===== config.mk =====
export PLATFORM = sky130hd
export DESIGN_NAME = p1_telegram_parser
export DESIGN_NICKNAME = d
export VERILOG_FILES = /design/src/hw/rtl/p1tp_pkg.sv /design/src/hw/rtl/p1tp_front.sv /design/src/hw/rtl/p1tp_fifo.sv /design/src/hw/rtl/p1tp_back.sv /design/src/hw/rtl/p1_telegram_parser.sv
export VERILOG_INCLUDE_DIRS = /design/src /design/src/hw/rtl
export SDC_FILE = /design/constraint.sdc
export NUM_CORES = 1
export LEC_CHECK = 0
export ABC_AREA = 0
export BUFFER_PORTS_ARGS = -buffer_cell sky130_fd_sc_hd__buf_4
export CAP_MARGIN = 20
export CORE_MARGIN = 3
export CORE_UTILIZATION = 50
export CTS_BUF_LIST = sky130_fd_sc_hd__clkbuf_2
export DETAILED_ROUTE_END_ITERATION = 12
export PLACE_DENSITY = 0.67
export SYNTH_ARGS = -nofsm -noshare
export SYNTH_HDL_FRONTEND = slang
export SYNTH_HIERARCHICAL = 1
export SYNTH_SLANG_ARGS = --single-unit

===== constraint.sdc =====
create_clock -name aclk -period 5.7 [get_ports aclk]
set_input_delay 1.14 -clock aclk [delete_from_list [all_inputs] [get_ports aclk]]
set_output_delay 1.14 -clock aclk [all_outputs]
set_load 0.005 [all_outputs]

===== src/hw/rtl/p1_telegram_parser_assert.svh =====
// Assertion macros used by the telegram parser top level.
`ifndef P1_TELEGRAM_PARSER_ASSERT_SVH
`define P1_TELEGRAM_PARSER_ASSERT_SVH

// Condition holds in the same cycle as the trigger.
`define P1TP_ASSERT_SAME(label, clk, rstn, ante, cons, msg) \
    label: assert property (@(posedge clk) disable iff (!(rstn)) (ante) |-> (cons)) \
        else $error(msg);

// Condition holds in the cycle after the trigger.
`define P1TP_ASSERT_NEXT(label, clk, rstn, ante, cons, msg) \
    label: assert property (@(posedge clk) disable iff (!(rstn)) (ante) |=> (cons)) \
        else $error(msg);

`endif


===== src/hw/rtl/p1tp_pkg.sv =====
// Types, codes and helper functions of the P1 telegram parser.
`timescale 1ns / 1ps

package p1tp_pkg;

    localparam logic [7:0]  CH_SLASH = 8'h2F;
    localparam logic [7:0]  CH_BANG  = 8'h21;
    localparam logic [7:0]  CH_CR    = 8'h0D;
    localparam logic [7:0]  CH_LF    = 8'h0A;
    localparam logic [15:0] CRC_POLY = 16'hA001;

    typedef enum logic [2:0] {
        PH_IDLE   = 3'd0,
        PH_HEADER = 3'd1,
        PH_EMPTY  = 3'd2,
        PH_LINES  = 3'd3,
        PH_CRC    = 3'd4
    } phase_t;

    typedef enum logic [2:0] {
        K_HDR_CHAR = 3'd0,
        K_HDR_END  = 3'd1,
        K_LN_CHAR  = 3'd2,
        K_LN_END   = 3'd3,
        K_OK       = 3'd4,
        K_CRC_ERR  = 3'd5,
        K_ABANDON  = 3'd6
    } kind_t;

    // One parse event as it travels from the front end to the output stage.
    typedef struct packed {
        kind_t       kind;
        logic [7:0]  data;
        logic [15:0] crc_calc;
        logic [15:0] crc_text;
    } event_t;

    // CRC-16/ARC, reflected, one byte.
    function automatic logic [15:0] crc16_byte(input logic [15:0] crc, input logic [7:0] b);
        logic [15:0] c;
        c = crc ^ {8'h00, b};
        for (int i = 0; i < 8; i++) begin
            c = c[0] ? ((c >> 1) ^ CRC_POLY) : (c >> 1);
        end
        return c;
    endfunction

    // {valid, nibble} for an ASCII hex digit of either case.
    function automatic logic [4:0] hex_decode(input logic [7:0] b);
        logic [4:0] r;
        r = 5'h00;
        if (b inside {[8'h30:8'h39]}) begin
            r = {1'b1, 4'(b - 8'h30)};
        end else if (b inside {[8'h61:8'h66]}) begin
            r = {1'b1, 4'(b - 8'h57)};
        end else if (b inside {[8'h41:8'h46]}) begin
            r = {1'b1, 4'(b - 8'h37)};
        end
        return r;
    endfunction

endpackage


===== src/hw/rtl/p1tp_front.sv =====
// Front end: parse state machine and running CRC, one byte per cycle while the event queue is not full.
`timescale 1ns / 1ps

module p1tp_front (
    input  logic             aclk,
    input  logic             aresetn,
    input  logic             s_valid,
    output logic             s_ready,
    input  logic [7:0]       s_in_byte,
    input  logic             q_full,
    output logic             q_push,
    output p1tp_pkg::event_t q_data
);
    import p1tp_pkg::*;

    phase_t      phase_reg,  phase_next;
    logic [15:0] crc_reg,    crc_next;
    logic [15:0] text_reg,   text_next;
    logic        excess_reg, excess_next;
    logic        line_reg,   line_next;

    logic        accept;
    logic [7:0]  b;
    logic [4:0]  hex;

    assign s_ready = !q_full;
    assign accept  = s_valid && s_ready;
    assign b       = s_in_byte;
    assign hex     = hex_decode(b);

    always_ff @(posedge aclk) begin
        if (!aresetn) begin
            phase_reg  <= PH_IDLE;
            crc_reg    <= 16'h0000;
            text_reg   <= 16'h0000;
            excess_reg <= 1'b0;
            line_reg   <= 1'b0;
        end else if (accept) begin
            phase_reg  <= phase_next;
            crc_reg    <= crc_next;
            text_reg   <= text_next;
            excess_reg <= excess_next;
            line_reg   <= line_next;
        end
    end

    always_comb begin
        phase_next  = phase_reg;
        crc_next    = crc_reg;
        text_next   = text_reg;
        excess_next = excess_reg;
        line_next   = line_reg;
        q_push      = 1'b0;
        q_data      = '{kind: K_HDR_CHAR, data: b, crc_calc: crc_reg, crc_text: text_reg};

        case (phase_reg)
            PH_HEADER: begin
                crc_next = crc16_byte(crc_reg, b);
                if (b == CH_LF) begin
                    phase_next  = PH_EMPTY;
                    line_next   = 1'b0;
                    q_push      = accept;
                    q_data.kind = K_HDR_END;
                end else if (b != CH_CR) begin
                    q_push      = accept;
                    q_data.kind = K_HDR_CHAR;
                end
            end
            PH_EMPTY: begin
                crc_next = crc16_byte(crc_reg, b);
                if (b == CH_LF) begin
                    line_next = 1'b0;
                    if (line_reg) begin
                        phase_next  = PH_IDLE;
                        q_push      = accept;
                        q_data.kind = K_ABANDON;
                    end else begin
                        phase_next = PH_LINES;
                    end
                end else if (b != CH_CR) begin
                    line_next = 1'b1;
                end
            end
            PH_LINES: begin
                crc_next = crc16_byte(crc_reg, b);
                if (!line_reg && b == CH_BANG) begin
                    text_next   = 16'h0000;
                    excess_next = 1'b0;
                    phase_next  = PH_CRC;
                end else if (b == CH_LF) begin
                    line_next   = 1'b0;
                    q_push      = accept;
                    q_data.kind = K_LN_END;
                end else if (b != CH_CR) begin
                    line_next   = 1'b1;
                    q_push      = accept;
                    q_data.kind = K_LN_CHAR;
                end
            end
            PH_CRC: begin
                if (b == CH_LF) begin
                    phase_next  = PH_IDLE;
                    line_next   = 1'b0;
                    q_push      = accept;
                    q_data.kind = (!excess_reg && text_reg == crc_reg) ? K_OK : K_CRC_ERR;
                end else if (b != CH_CR) begin
                    if (!hex[4]) begin
                        phase_next  = PH_IDLE;
                        line_next   = 1'b0;
                        q_push      = accept;
                        q_data.kind = K_ABANDON;
                    end else begin
                        // a nonzero nibble pushed off the top can never match
                        excess_next = excess_reg || (text_reg[15:12] != 4'h0);
                        text_next   = {text_reg[11:0], hex[3:0]};
                    end
                end
            end
            default: begin
                phase_next = PH_IDLE;
                if (b == CH_SLASH) begin
                    crc_next   = crc16_byte(16'h0000, b);
                    line_next  = 1'b0;
                    phase_next = PH_HEADER;
                end
            end
        endcase
    end

endmodule


===== src/hw/rtl/p1tp_fifo.sv =====
// Small register queue between the front end and the output stage.
`timescale 1ns / 1ps

module p1tp_fifo #(
    parameter int DEPTH = 4
) (
    input  logic                           aclk,
    input  logic                           aresetn,
    input  logic                           push,
    input  p1tp_pkg::event_t               push_data,
    input  logic                           pop,
    output p1tp_pkg::event_t               pop_data,
    output logic                           full,
    output logic                           empty,
    output logic [$clog2(DEPTH + 1) - 1:0] level
);
    import p1tp_pkg::*;

    localparam int PTR_W = (DEPTH > 1) ? $clog2(DEPTH) : 1;
    localparam int LVL_W = $clog2(DEPTH + 1);

    event_t             mem_reg [DEPTH];
    logic [PTR_W - 1:0] wr_ptr_reg, rd_ptr_reg;
    logic [LVL_W - 1:0] count_reg,  count_next;
    logic               do_push, do_pop;

    assign full     = (count_reg == LVL_W'(DEPTH));
    assign empty    = (count_reg == '0);
    assign level    = count_reg;
    assign do_push  = push && !full;
    assign do_pop   = pop && !empty;
    assign pop_data = mem_reg[rd_ptr_reg];

    always_comb begin
        count_next = count_reg;
        if (do_push && !do_pop) begin
            count_next = count_reg + LVL_W'(1);
        end else if (do_pop && !do_push) begin
            count_next = count_reg - LVL_W'(1);
        end
    end

    always_ff @(posedge aclk) begin
        if (!aresetn) begin
            wr_ptr_reg <= '0;
            rd_ptr_reg <= '0;
            count_reg  <= '0;
        end else begin
            count_reg <= count_next;
            if (do_push) begin
                wr_ptr_reg <= (wr_ptr_reg == PTR_W'(DEPTH - 1)) ? '0 : wr_ptr_reg + PTR_W'(1);
            end
            if (do_pop) begin
                rd_ptr_reg <= (rd_ptr_reg == PTR_W'(DEPTH - 1)) ? '0 : rd_ptr_reg + PTR_W'(1);
            end
        end
    end

    always_ff @(posedge aclk) begin
        if (do_push) begin
            mem_reg[wr_ptr_reg] <= push_data;
        end
    end

endmodule


===== src/hw/rtl/p1tp_back.sv =====
// Output stage: formats queued events into the result register.
`timescale 1ns / 1ps

module p1tp_back (
    input  logic             aclk,
    input  logic             aresetn,
    input  logic             q_empty,
    input  p1tp_pkg::event_t q_data,
    output logic             q_pop,
    output logic             m_valid,
    input  logic             m_ready,
    output logic [2:0]       m_out_kind,
    output logic [7:0]       m_out_byte,
    output logic [15:0]      m_crc_computed,
    output logic [15:0]      m_crc_received
);
    import p1tp_pkg::*;

    logic        valid_reg;
    logic [2:0]  kind_reg,  kind_next;
    logic [7:0]  byte_reg,  byte_next;
    logic [15:0] calc_reg,  calc_next;
    logic [15:0] text_reg,  text_next;
    logic        load;

    assign load  = !q_empty && (!valid_reg || m_ready);
    assign q_pop = load;

    // only character words carry a byte, only OK and CRC-error words carry CRCs
    always_comb begin
        kind_next = q_data.kind;
        byte_next = 8'h00;
        calc_next = 16'h0000;
        text_next = 16'h0000;
        case (q_data.kind)
            K_HDR_CHAR, K_LN_CHAR: begin
                byte_next = q_data.data;
            end
            K_OK, K_CRC_ERR: begin
                calc_next = q_data.crc_calc;
                text_next = q_data.crc_text;
            end
            default: begin
            end
        endcase
    end

    always_ff @(posedge aclk) begin
        if (!aresetn) begin
            valid_reg <= 1'b0;
        end else if (load) begin
            valid_reg <= 1'b1;
        end else if (m_ready) begin
            valid_reg <= 1'b0;
        end
    end

    always_ff @(posedge aclk) begin
        if (load) begin
            kind_reg <= kind_next;
            byte_reg <= byte_next;
            calc_reg <= calc_next;
            text_reg <= text_next;
        end
    end

    assign m_valid        = valid_reg;
    assign m_out_kind     = kind_reg;
    assign m_out_byte     = byte_reg;
    assign m_crc_computed = calc_reg;
    assign m_crc_received = text_reg;

endmodule


===== src/hw/rtl/p1_telegram_parser.sv =====
// Top level of the streaming P1 telegram parser with CRC-16/ARC check.
//
//  channel | direction | handshake          | payload
//  s_      | in        | s_valid / s_ready  | s_in_byte
//  m_      | out       | m_valid / m_ready  | m_out_kind, m_out_byte, m_crc_computed,
//          |           |                    | m_crc_received
//
// One byte is taken per cycle while s_ready is high; the byte CRC update and phase logic are combinational.
// A result word passes through the event queue and the output register on its way to m_.
// s_ready drops only while the FIFO_DEPTH-entry event queue is full.
// Reset (aresetn low, synchronous) returns the parser to idle and empties queue and output.
`timescale 1ns / 1ps
`include "p1_telegram_parser_assert.svh"

module p1_telegram_parser #(
    parameter int FIFO_DEPTH = 4
) (
    input  logic        aclk,
    input  logic        aresetn,
    input  logic        s_valid,
    output logic        s_ready,
    input  logic [7:0]  s_in_byte,
    output logic        m_valid,
    input  logic        m_ready,
    output logic [2:0]  m_out_kind,
    output logic [7:0]  m_out_byte,
    output logic [15:0] m_crc_computed,
    output logic [15:0] m_crc_received
);
    import p1tp_pkg::*;

    localparam int LVL_W = $clog2(FIFO_DEPTH + 1);

    event_t             push_data, pop_data;
    logic               push, pop, q_full, q_empty;
    logic [LVL_W - 1:0] q_level;

    p1tp_front u_front (
        .aclk      (aclk),
        .aresetn   (aresetn),
        .s_valid   (s_valid),
        .s_ready   (s_ready),
        .s_in_byte (s_in_byte),
        .q_full    (q_full),
        .q_push    (push),
        .q_data    (push_data)
    );

    p1tp_fifo #(
        .DEPTH (FIFO_DEPTH)
    ) u_fifo (
        .aclk      (aclk),
        .aresetn   (aresetn),
        .push      (push),
        .push_data (push_data),
        .pop       (pop),
        .pop_data  (pop_data),
        .full      (q_full),
        .empty     (q_empty),
        .level     (q_level)
    );

    p1tp_back u_back (
        .aclk           (aclk),
        .aresetn        (aresetn),
        .q_empty        (q_empty),
        .q_data         (pop_data),
        .q_pop          (pop),
        .m_valid        (m_valid),
        .m_ready        (m_ready),
        .m_out_kind     (m_out_kind),
        .m_out_byte     (m_out_byte),
        .m_crc_computed (m_crc_computed),
        .m_crc_received (m_crc_received)
    );

    `P1TP_ASSERT_SAME(a_level_bound, aclk, aresetn, 1'b1, q_level <= LVL_W'(FIFO_DEPTH), "event queue overflow")
    `P1TP_ASSERT_SAME(a_byte_zero, aclk, aresetn, m_valid && m_out_kind != K_HDR_CHAR && m_out_kind != K_LN_CHAR, m_out_byte == 8'h00, "byte set on non-character word")
    `P1TP_ASSERT_SAME(a_ok_match, aclk, aresetn, m_valid && m_out_kind == K_OK, m_crc_computed == m_crc_received, "ok word with CRC mismatch")
    `P1TP_ASSERT_NEXT(a_full_push, aclk, aresetn, q_full && !pop, q_full, "queue left full state without a pop")

endmodule


# After elaboration in Yosys (flattened, before gate mapping)
# Memory sizes are Yosys's and may differ from the RTL's. A register that Yosys moved wholly into a read port is not among the register bits.
# Index checks and enable logic that the tools add are counted.
dict set report op_classes {
  eq_ne 24
  n_bitwise 18
  n_addsub 7
  order_cmp 6
  reduce_logical 35
  n_mux 79
}
# cell count
set op_table {}
lappend op_table {{$mux W16} 21}
lappend op_table {{$pmux W16 S2} 2}
lappend op_table {{$mux W3} 15}
lappend op_table {{$not A2 Y3} 15}
lappend op_table {{$mux W1} 27}
lappend op_table {{$pmux W3 S4} 2}
lappend op_table {{$reduce_and A6 Y1} 3}
lappend op_table {{$eq A16 B16 Y1} 1}
lappend op_table {{$eq A8 B6 Y1 const B} 2}
lappend op_table {{$ge A8 B7 Y1 const B} 2}
lappend op_table {{$le A8 B7 Y1 const B} 2}
lappend op_table {{$xor A16 B8 Y16} 1}
lappend op_table {{$mux W5} 3}
lappend op_table {{$eq A3 B3 Y1 const B} 4}
lappend op_table {{$mux W2} 6}
lappend op_table {{$logic_and A1 B1 Y1} 11}
lappend op_table {{$ne A2 B1 Y1 const B} 5}
lappend op_table {{$eq A3 B2 Y1 const B} 3}
lappend op_table {{$eq A8 B4 Y1 const B} 1}
lappend op_table {{$ge A8 B6 Y1 const B} 1}
lappend op_table {{$le A8 B6 Y1 const B} 1}
lappend op_table {{$ne A8 B4 Y1 const B} 1}
lappend op_table {{$pmux W1 S4} 2}
lappend op_table {{$reduce_bool A2 Y1} 4}
lappend op_table {{other kinds (21)} 34}
dict set report word_totals {
  mem_bits_rw 172
  inputBits 12
  register_bits 88
  word_cells 183
  out_inout_bits 45
  n_memories 1
}
# memory words word_bits rd rd_ports_with_merged_regs wr line
set mem_list {}
lappend mem_list {u_fifo.mem_reg 4 43 1 1 1 p1tp_fifo.sv:22} ;# event_t mem_reg [DEPTH];

# Longest topological paths before layout
dict set report depth {
  ltp_word 18
  mapped_depth 17
  mapped_depth_nobuf 15
}

# Modules after synthesis
# The synthesis kept the hierarchy.
# module area_per_inst_um2 seq_area_each_um2 instances cells_per_inst
set modules_own_cells {}
lappend modules_own_cells {p1tp_fifo 6740.2 5345.1 1 276}
lappend modules_own_cells {p1tp_front 2747.6 740.7 1 319}
lappend modules_own_cells {p1tp_back 1632.8 1311.3 1 92}

# Worst setup path before layout
# Ideal clock, no wire load.
dict set report synth_timing {
  path_type {input port to flip-flop}
  from {input m_ready}
  to {register u_fifo.count_reg[2] (netlist: u_fifo/level[2])}
  cell_stages 9
  path_buffers 0
  arrival_ns 4.772
  t_required_ns 5.624
  path_slack_ns 0.853
  setup_time_ns 0.076
  path_cell_list {nand2b_1 nor2b_1 o31ai_1 ha_1 inv_1 fa_1 xor2_1 or3_1 a21boi_0}
}
dict set report synth_via {
  elab_chain_len 6
  elab_cells_between_ends 8
  cone_classes {1 x mux; 7 x reduce/logical}
}
# item line
set synth_lines {}
lappend synth_lines {{start: declaration} p1_telegram_parser.sv:24} ;# input logic m_ready,
lappend synth_lines {{$logic_or A1 B1 Y1 (*)} p1tp_back.sv:26} ;# assign load = !q_empty && (!valid_reg || m_ready);
lappend synth_lines {{$logic_and A1 B1 Y1 (*)} p1tp_back.sv:26}
lappend synth_lines {{named net pop} p1_telegram_parser.sv:35} ;# logic push, pop, q_full, q_empty;
lappend synth_lines {{$logic_and A1 B1 Y1 (*)} p1tp_fifo.sv:31} ;# assign do_pop = pop && !empty;
lappend synth_lines {{$logic_not A1 Y1} p1tp_fifo.sv:36} ;# if (do_push && !do_pop) begin
lappend synth_lines {{$logic_and A1 B1 Y1} p1tp_fifo.sv:36}
lappend synth_lines {{$mux W3 / $reduce_bool A2 Y1 (equally long branches)} n/a}
lappend synth_lines {{end signal: assignment} p1tp_fifo.sv:49} ;# count_reg <= count_next;
lappend synth_lines {{end: declaration} p1tp_fifo.sv:24} ;# logic [LVL_W - 1:0] count_reg, count_next;
# Mark *: on every way through the listed nets, which the timed path passes. The rest lies on a longest branch.
# A chain may end at the register's enable or synchronous reset.

# Final worst setup path
dict set report layout_timing {
  from {input s_in_byte[1]}
  to {register u_fifo.count_reg[2] (netlist: u_fifo/level[2])}
}
dict set report layout_via {
  elab_chain_len 13
  elab_cells_between_ends 30
  cone_classes {6 x order compare; 3 x eq/ne; 12 x mux; 9 x reduce/logical}
}
# item line
set layout_lines {}
lappend layout_lines {{start: declaration} p1_telegram_parser.sv:22} ;# input logic [7:0] s_in_byte,
lappend layout_lines {{$ge A8 B7 Y1 / $le A8 B7 Y1 (equally long branches)} p1tp_pkg.sv:56} ;# end else if (b inside {[8'h41:8'h46]}) begin
lappend layout_lines {{$logic_and A1 B1 Y1} p1tp_pkg.sv:56}
lappend layout_lines {{$mux W5} p1tp_pkg.sv:56}
lappend layout_lines {{$mux W5} p1tp_pkg.sv:54} ;# end else if (b inside {[8'h61:8'h66]}) begin
lappend layout_lines {{$mux W5} p1tp_pkg.sv:52} ;# if (b inside {[8'h30:8'h39]}) begin
lappend layout_lines {{$mux W1} p1tp_front.sv:107} ;# if (!hex[4]) begin
lappend layout_lines {{$mux W1} p1tp_front.sv:106} ;# end else if (b != CH_CR) begin
lappend layout_lines {{$mux W1} p1tp_front.sv:101} ;# if (b == CH_LF) begin
lappend layout_lines {{$pmux W1 S4 (*)} p1tp_front.sv:56} ;# case (phase_reg)
lappend layout_lines {{named net push} p1_telegram_parser.sv:35}
lappend layout_lines {{$logic_and A1 B1 Y1 (*)} p1tp_fifo.sv:30} ;# assign do_push = push && !full;
lappend layout_lines {{$logic_not A1 Y1} p1tp_fifo.sv:38} ;# end else if (do_pop && !do_push) begin
lappend layout_lines {{$logic_and A1 B1 Y1} p1tp_fifo.sv:38}
lappend layout_lines {{$reduce_bool A2 Y1 (no source line)} n/a}
# Marks and branches as above.

==> flow_metrics.tcl <==
set metrics [dict create \
    routabilityCongestion 0.913 \
    root_buffer "clkbuf_2" \
    place_ws_ns 0.902 \
    fp.dieArea_um2 24100 \
    drc 0 \
    dp_hpwl_um 14100 \
    synth_area_um2 11100 \
    final_cell_mix "edfxtp_1, clkbuf_2, buf_4" \
    p_leak_nw 4.43 \
    io_buffers 56 \
    start_kind "input port" \
    cts_buffers 61 \
    worstSetupPathType "input port to flip-flop" \
    yosysWarnings 6 \
    postLayoutCoreUtil_pct 57.3 \
    totalWireLength_um 22400 \
    clock-sinks 262 \
    cts_resized 0 \
    synth-edff-count 215 \
    period_share_pct 70.5 \
    yosysSeqAreaShare_pct 66.5 \
    area_growth_pct 10.5 \
    skew_ns 0.0470 \
    cts_tree "built" \
    placementRows 53 \
    core_area_um2 21400 \
    synth-main-ff-cell "edfxtp_1" \
    clockBufferDepth 3 \
    synth_area_per_cell_um2 16.2 \
    antenna_left 0 \
    grt_overflow 0 \
    reg2reg_depth 10 \
    worst_slack_ns 1.68 \
    vias 6205 \
    yosysUniqueCellTypes 62 \
    hold_buffers 0 \
    die_w_um 155 \
    die_h_um 155 \
    critPathCaptureType "flip-flop" \
    worstPathArrival_ns 4.75 \
    drive_above_1_share_pct 27.1 \
    clk_pin_slew_ns 0.12 \
    cellPowerDensity_nw_per_um2 284 \
    hold_viol 0 \
    first_iter_violations 512 \
    largest_reg_flops 172 \
    wl_per_cell_um 20.3 \
    slew_headroom_pct 44.2 \
    synth_cells 687 \
    hp-class "flip-flop to flip-flop" \
    rsz0062_at_grt "no" \
    first_pass_iters 6 \
    htree_levels 2 \
    tns_ns 0 \
    whs_path_depth 2 \
    setup_viol 0 \
    grt_pass1_vias 6504 \
    antenna_found_initial 1 \
    cp.required_ns 6.43 \
    maxCapViolCount 0 \
    fill_cells 1717 \
    ir_drop_v 0.000128 \
    drv_slew 0 \
    grt_max_degree 44 \
    cts_setup_buffers 0 \
    via_per_inst 5.61 \
    ios 57 \
    cp_max_fo 10 \
    async_reset_ff_share_pct 0 \
    ys_ff_latch 262 \
    worstMarginPinSlew_ns 0.835 \
    grtUsageTotal_pct 19.2 \
    layout.nets 820 \
    min_period_ns 4.02 \
    initial_core_util_pct 51.9 \
    clock.fmax_mhz 249 \
    syn_nets 726 \
    outcome "finished clean" \
    grt_pass1_wl_um 36000 \
    mostFrequentLayoutCell "edfxtp_1" \
    clock_latency_ns 0.82 \
]
-- where the power goes --
group,total [mW],internal (mW),switching (mW)
logic,0.244,0.111,0.132
clock network,1.13,0.437,0.693
registers,2.12,2.09,0.0296
total,3.49,2.64,0.855
-- cells by family after synthesis --
logic type      Yosys count  share of synthesized area [%]
flops                   262                           66.5
simple gates            158                           7.68
compound gates           94                           6.06
buf+inv                  51                           3.09
xor+xnor                 48                           4.35
mux                      47                           9.18
fa+ha+maj                27                           3.11
-- cells in the mapped netlist, types with 3 or more instances --
master / number / share of area [%]
a211oi_1: 5 / 0.34
a21boi_0: 4 / 0.27
a21oi_1: 19 / 0.86
a22o_1: 15 / 1.2
a22oi_1: 8 / 0.54
and2_1: 47 / 2.6
buf_12: 4 / 0.72
buf_2: 10 / 0.45
buf_4: 8 / 0.54
buf_6: 6 / 0.61
clkbuf_1: 6 / 0.20
dfxtp_1: 47 / 8.5
edfxtp_1: 215 / 58
ha_1: 26 / 2.9
inv_1: 16 / 0.54
mux2i_1: 3 / 0.27
mux4_1: 3 / 0.71
mux4_2: 40 / 8.1
nand2_1: 37 / 1.2
nand2b_1: 6 / 0.34
nand3_1: 5 / 0.22
nand4_1: 5 / 0.28
nor2_1: 24 / 0.81
nor2b_1: 5 / 0.28
nor3_1: 5 / 0.22
nor4_1: 3 / 0.17
o211ai_1: 8 / 0.54
o21ai_0: 13 / 0.59
o22ai_1: 3 / 0.17
o31ai_1: 3 / 0.20
or2_2: 5 / 0.28
or3_1: 6 / 0.34
xnor2_1: 26 / 2.0
xnor3_1: 3 / 0.61
xor2_1: 17 / 1.3
-- metal layers --
metal  GRT usage (%)  vias up  share of wire [%]
met5               0        -                  0
met1            25.3     3075                 42
met3            4.48       45                6.6
met4            6.73        0                2.3
met2            31.6      232                 49
li1                -     2853                  -
-- area by class of cell --
type / instances / area (µm²) / area share (%)
Timing Repair Buffer: 65 / 538 / 4.38
Clock inverter: 18 / 72.6 / 0.591
Antenna cell: 1 / 2.50 / 0.0204
Clock buffer: 94 / 470 / 3.83
Sequential cell: 262 / 7400 / 60.2
Inverter: 17 / 63.8 / 0.520
Multi-Input combinational cell: 374 / 3390 / 27.6
Tap cell: 275 / 344 / 2.80
-- metrics by stage --
step | cell area [µm²] | hold WS [ns] | total power, mW | instances
floorplan | 11100 | 0.468 | 2.32 | 687
global route | 12300 | 0.471 | 3.68 | 1106
CTS | 12300 | 0.508 | 3.53 | 1105
detailed placement | 11700 | 0.498 | 2.40 | 993
finish | 12300 | 0.516 | 3.49 | 1106
global placement | 11700 | 0.479 | 2.40 | 993
-- critical path, stage by stage --
cell      delay, ns
buf_4          0.15
inv_1          0.10
ha_1           0.26
and3b_1        0.26
o221ai_1       0.12
a22oi_1        0.23
buf_4          0.18
o21a_1         0.16
o21ai_0        0.13
a211oi_1       0.24
nor2b_1        0.43
ha_1           0.27
inv_1          0.06
fa_1           0.37
xor2_1         0.17
or3_1          0.30
a21boi_0       0.17
-- path summary, 6_finish.rpt --
kind	endpoint	start	slack, ns
max	u_fifo/level[2]	s_in_byte[1]	1.68
min	u_fifo/wr_ptr_reg[1]	u_fifo/wr_ptr_reg[1]	0.52
max reg2reg	u_fifo/level[2]	u_front/phase_reg[2]	2.28
min reg2reg	u_fifo/wr_ptr_reg[1]	u_fifo/wr_ptr_reg[1]	0.52
No activity file was read; power rests on OpenSTA's default activity.
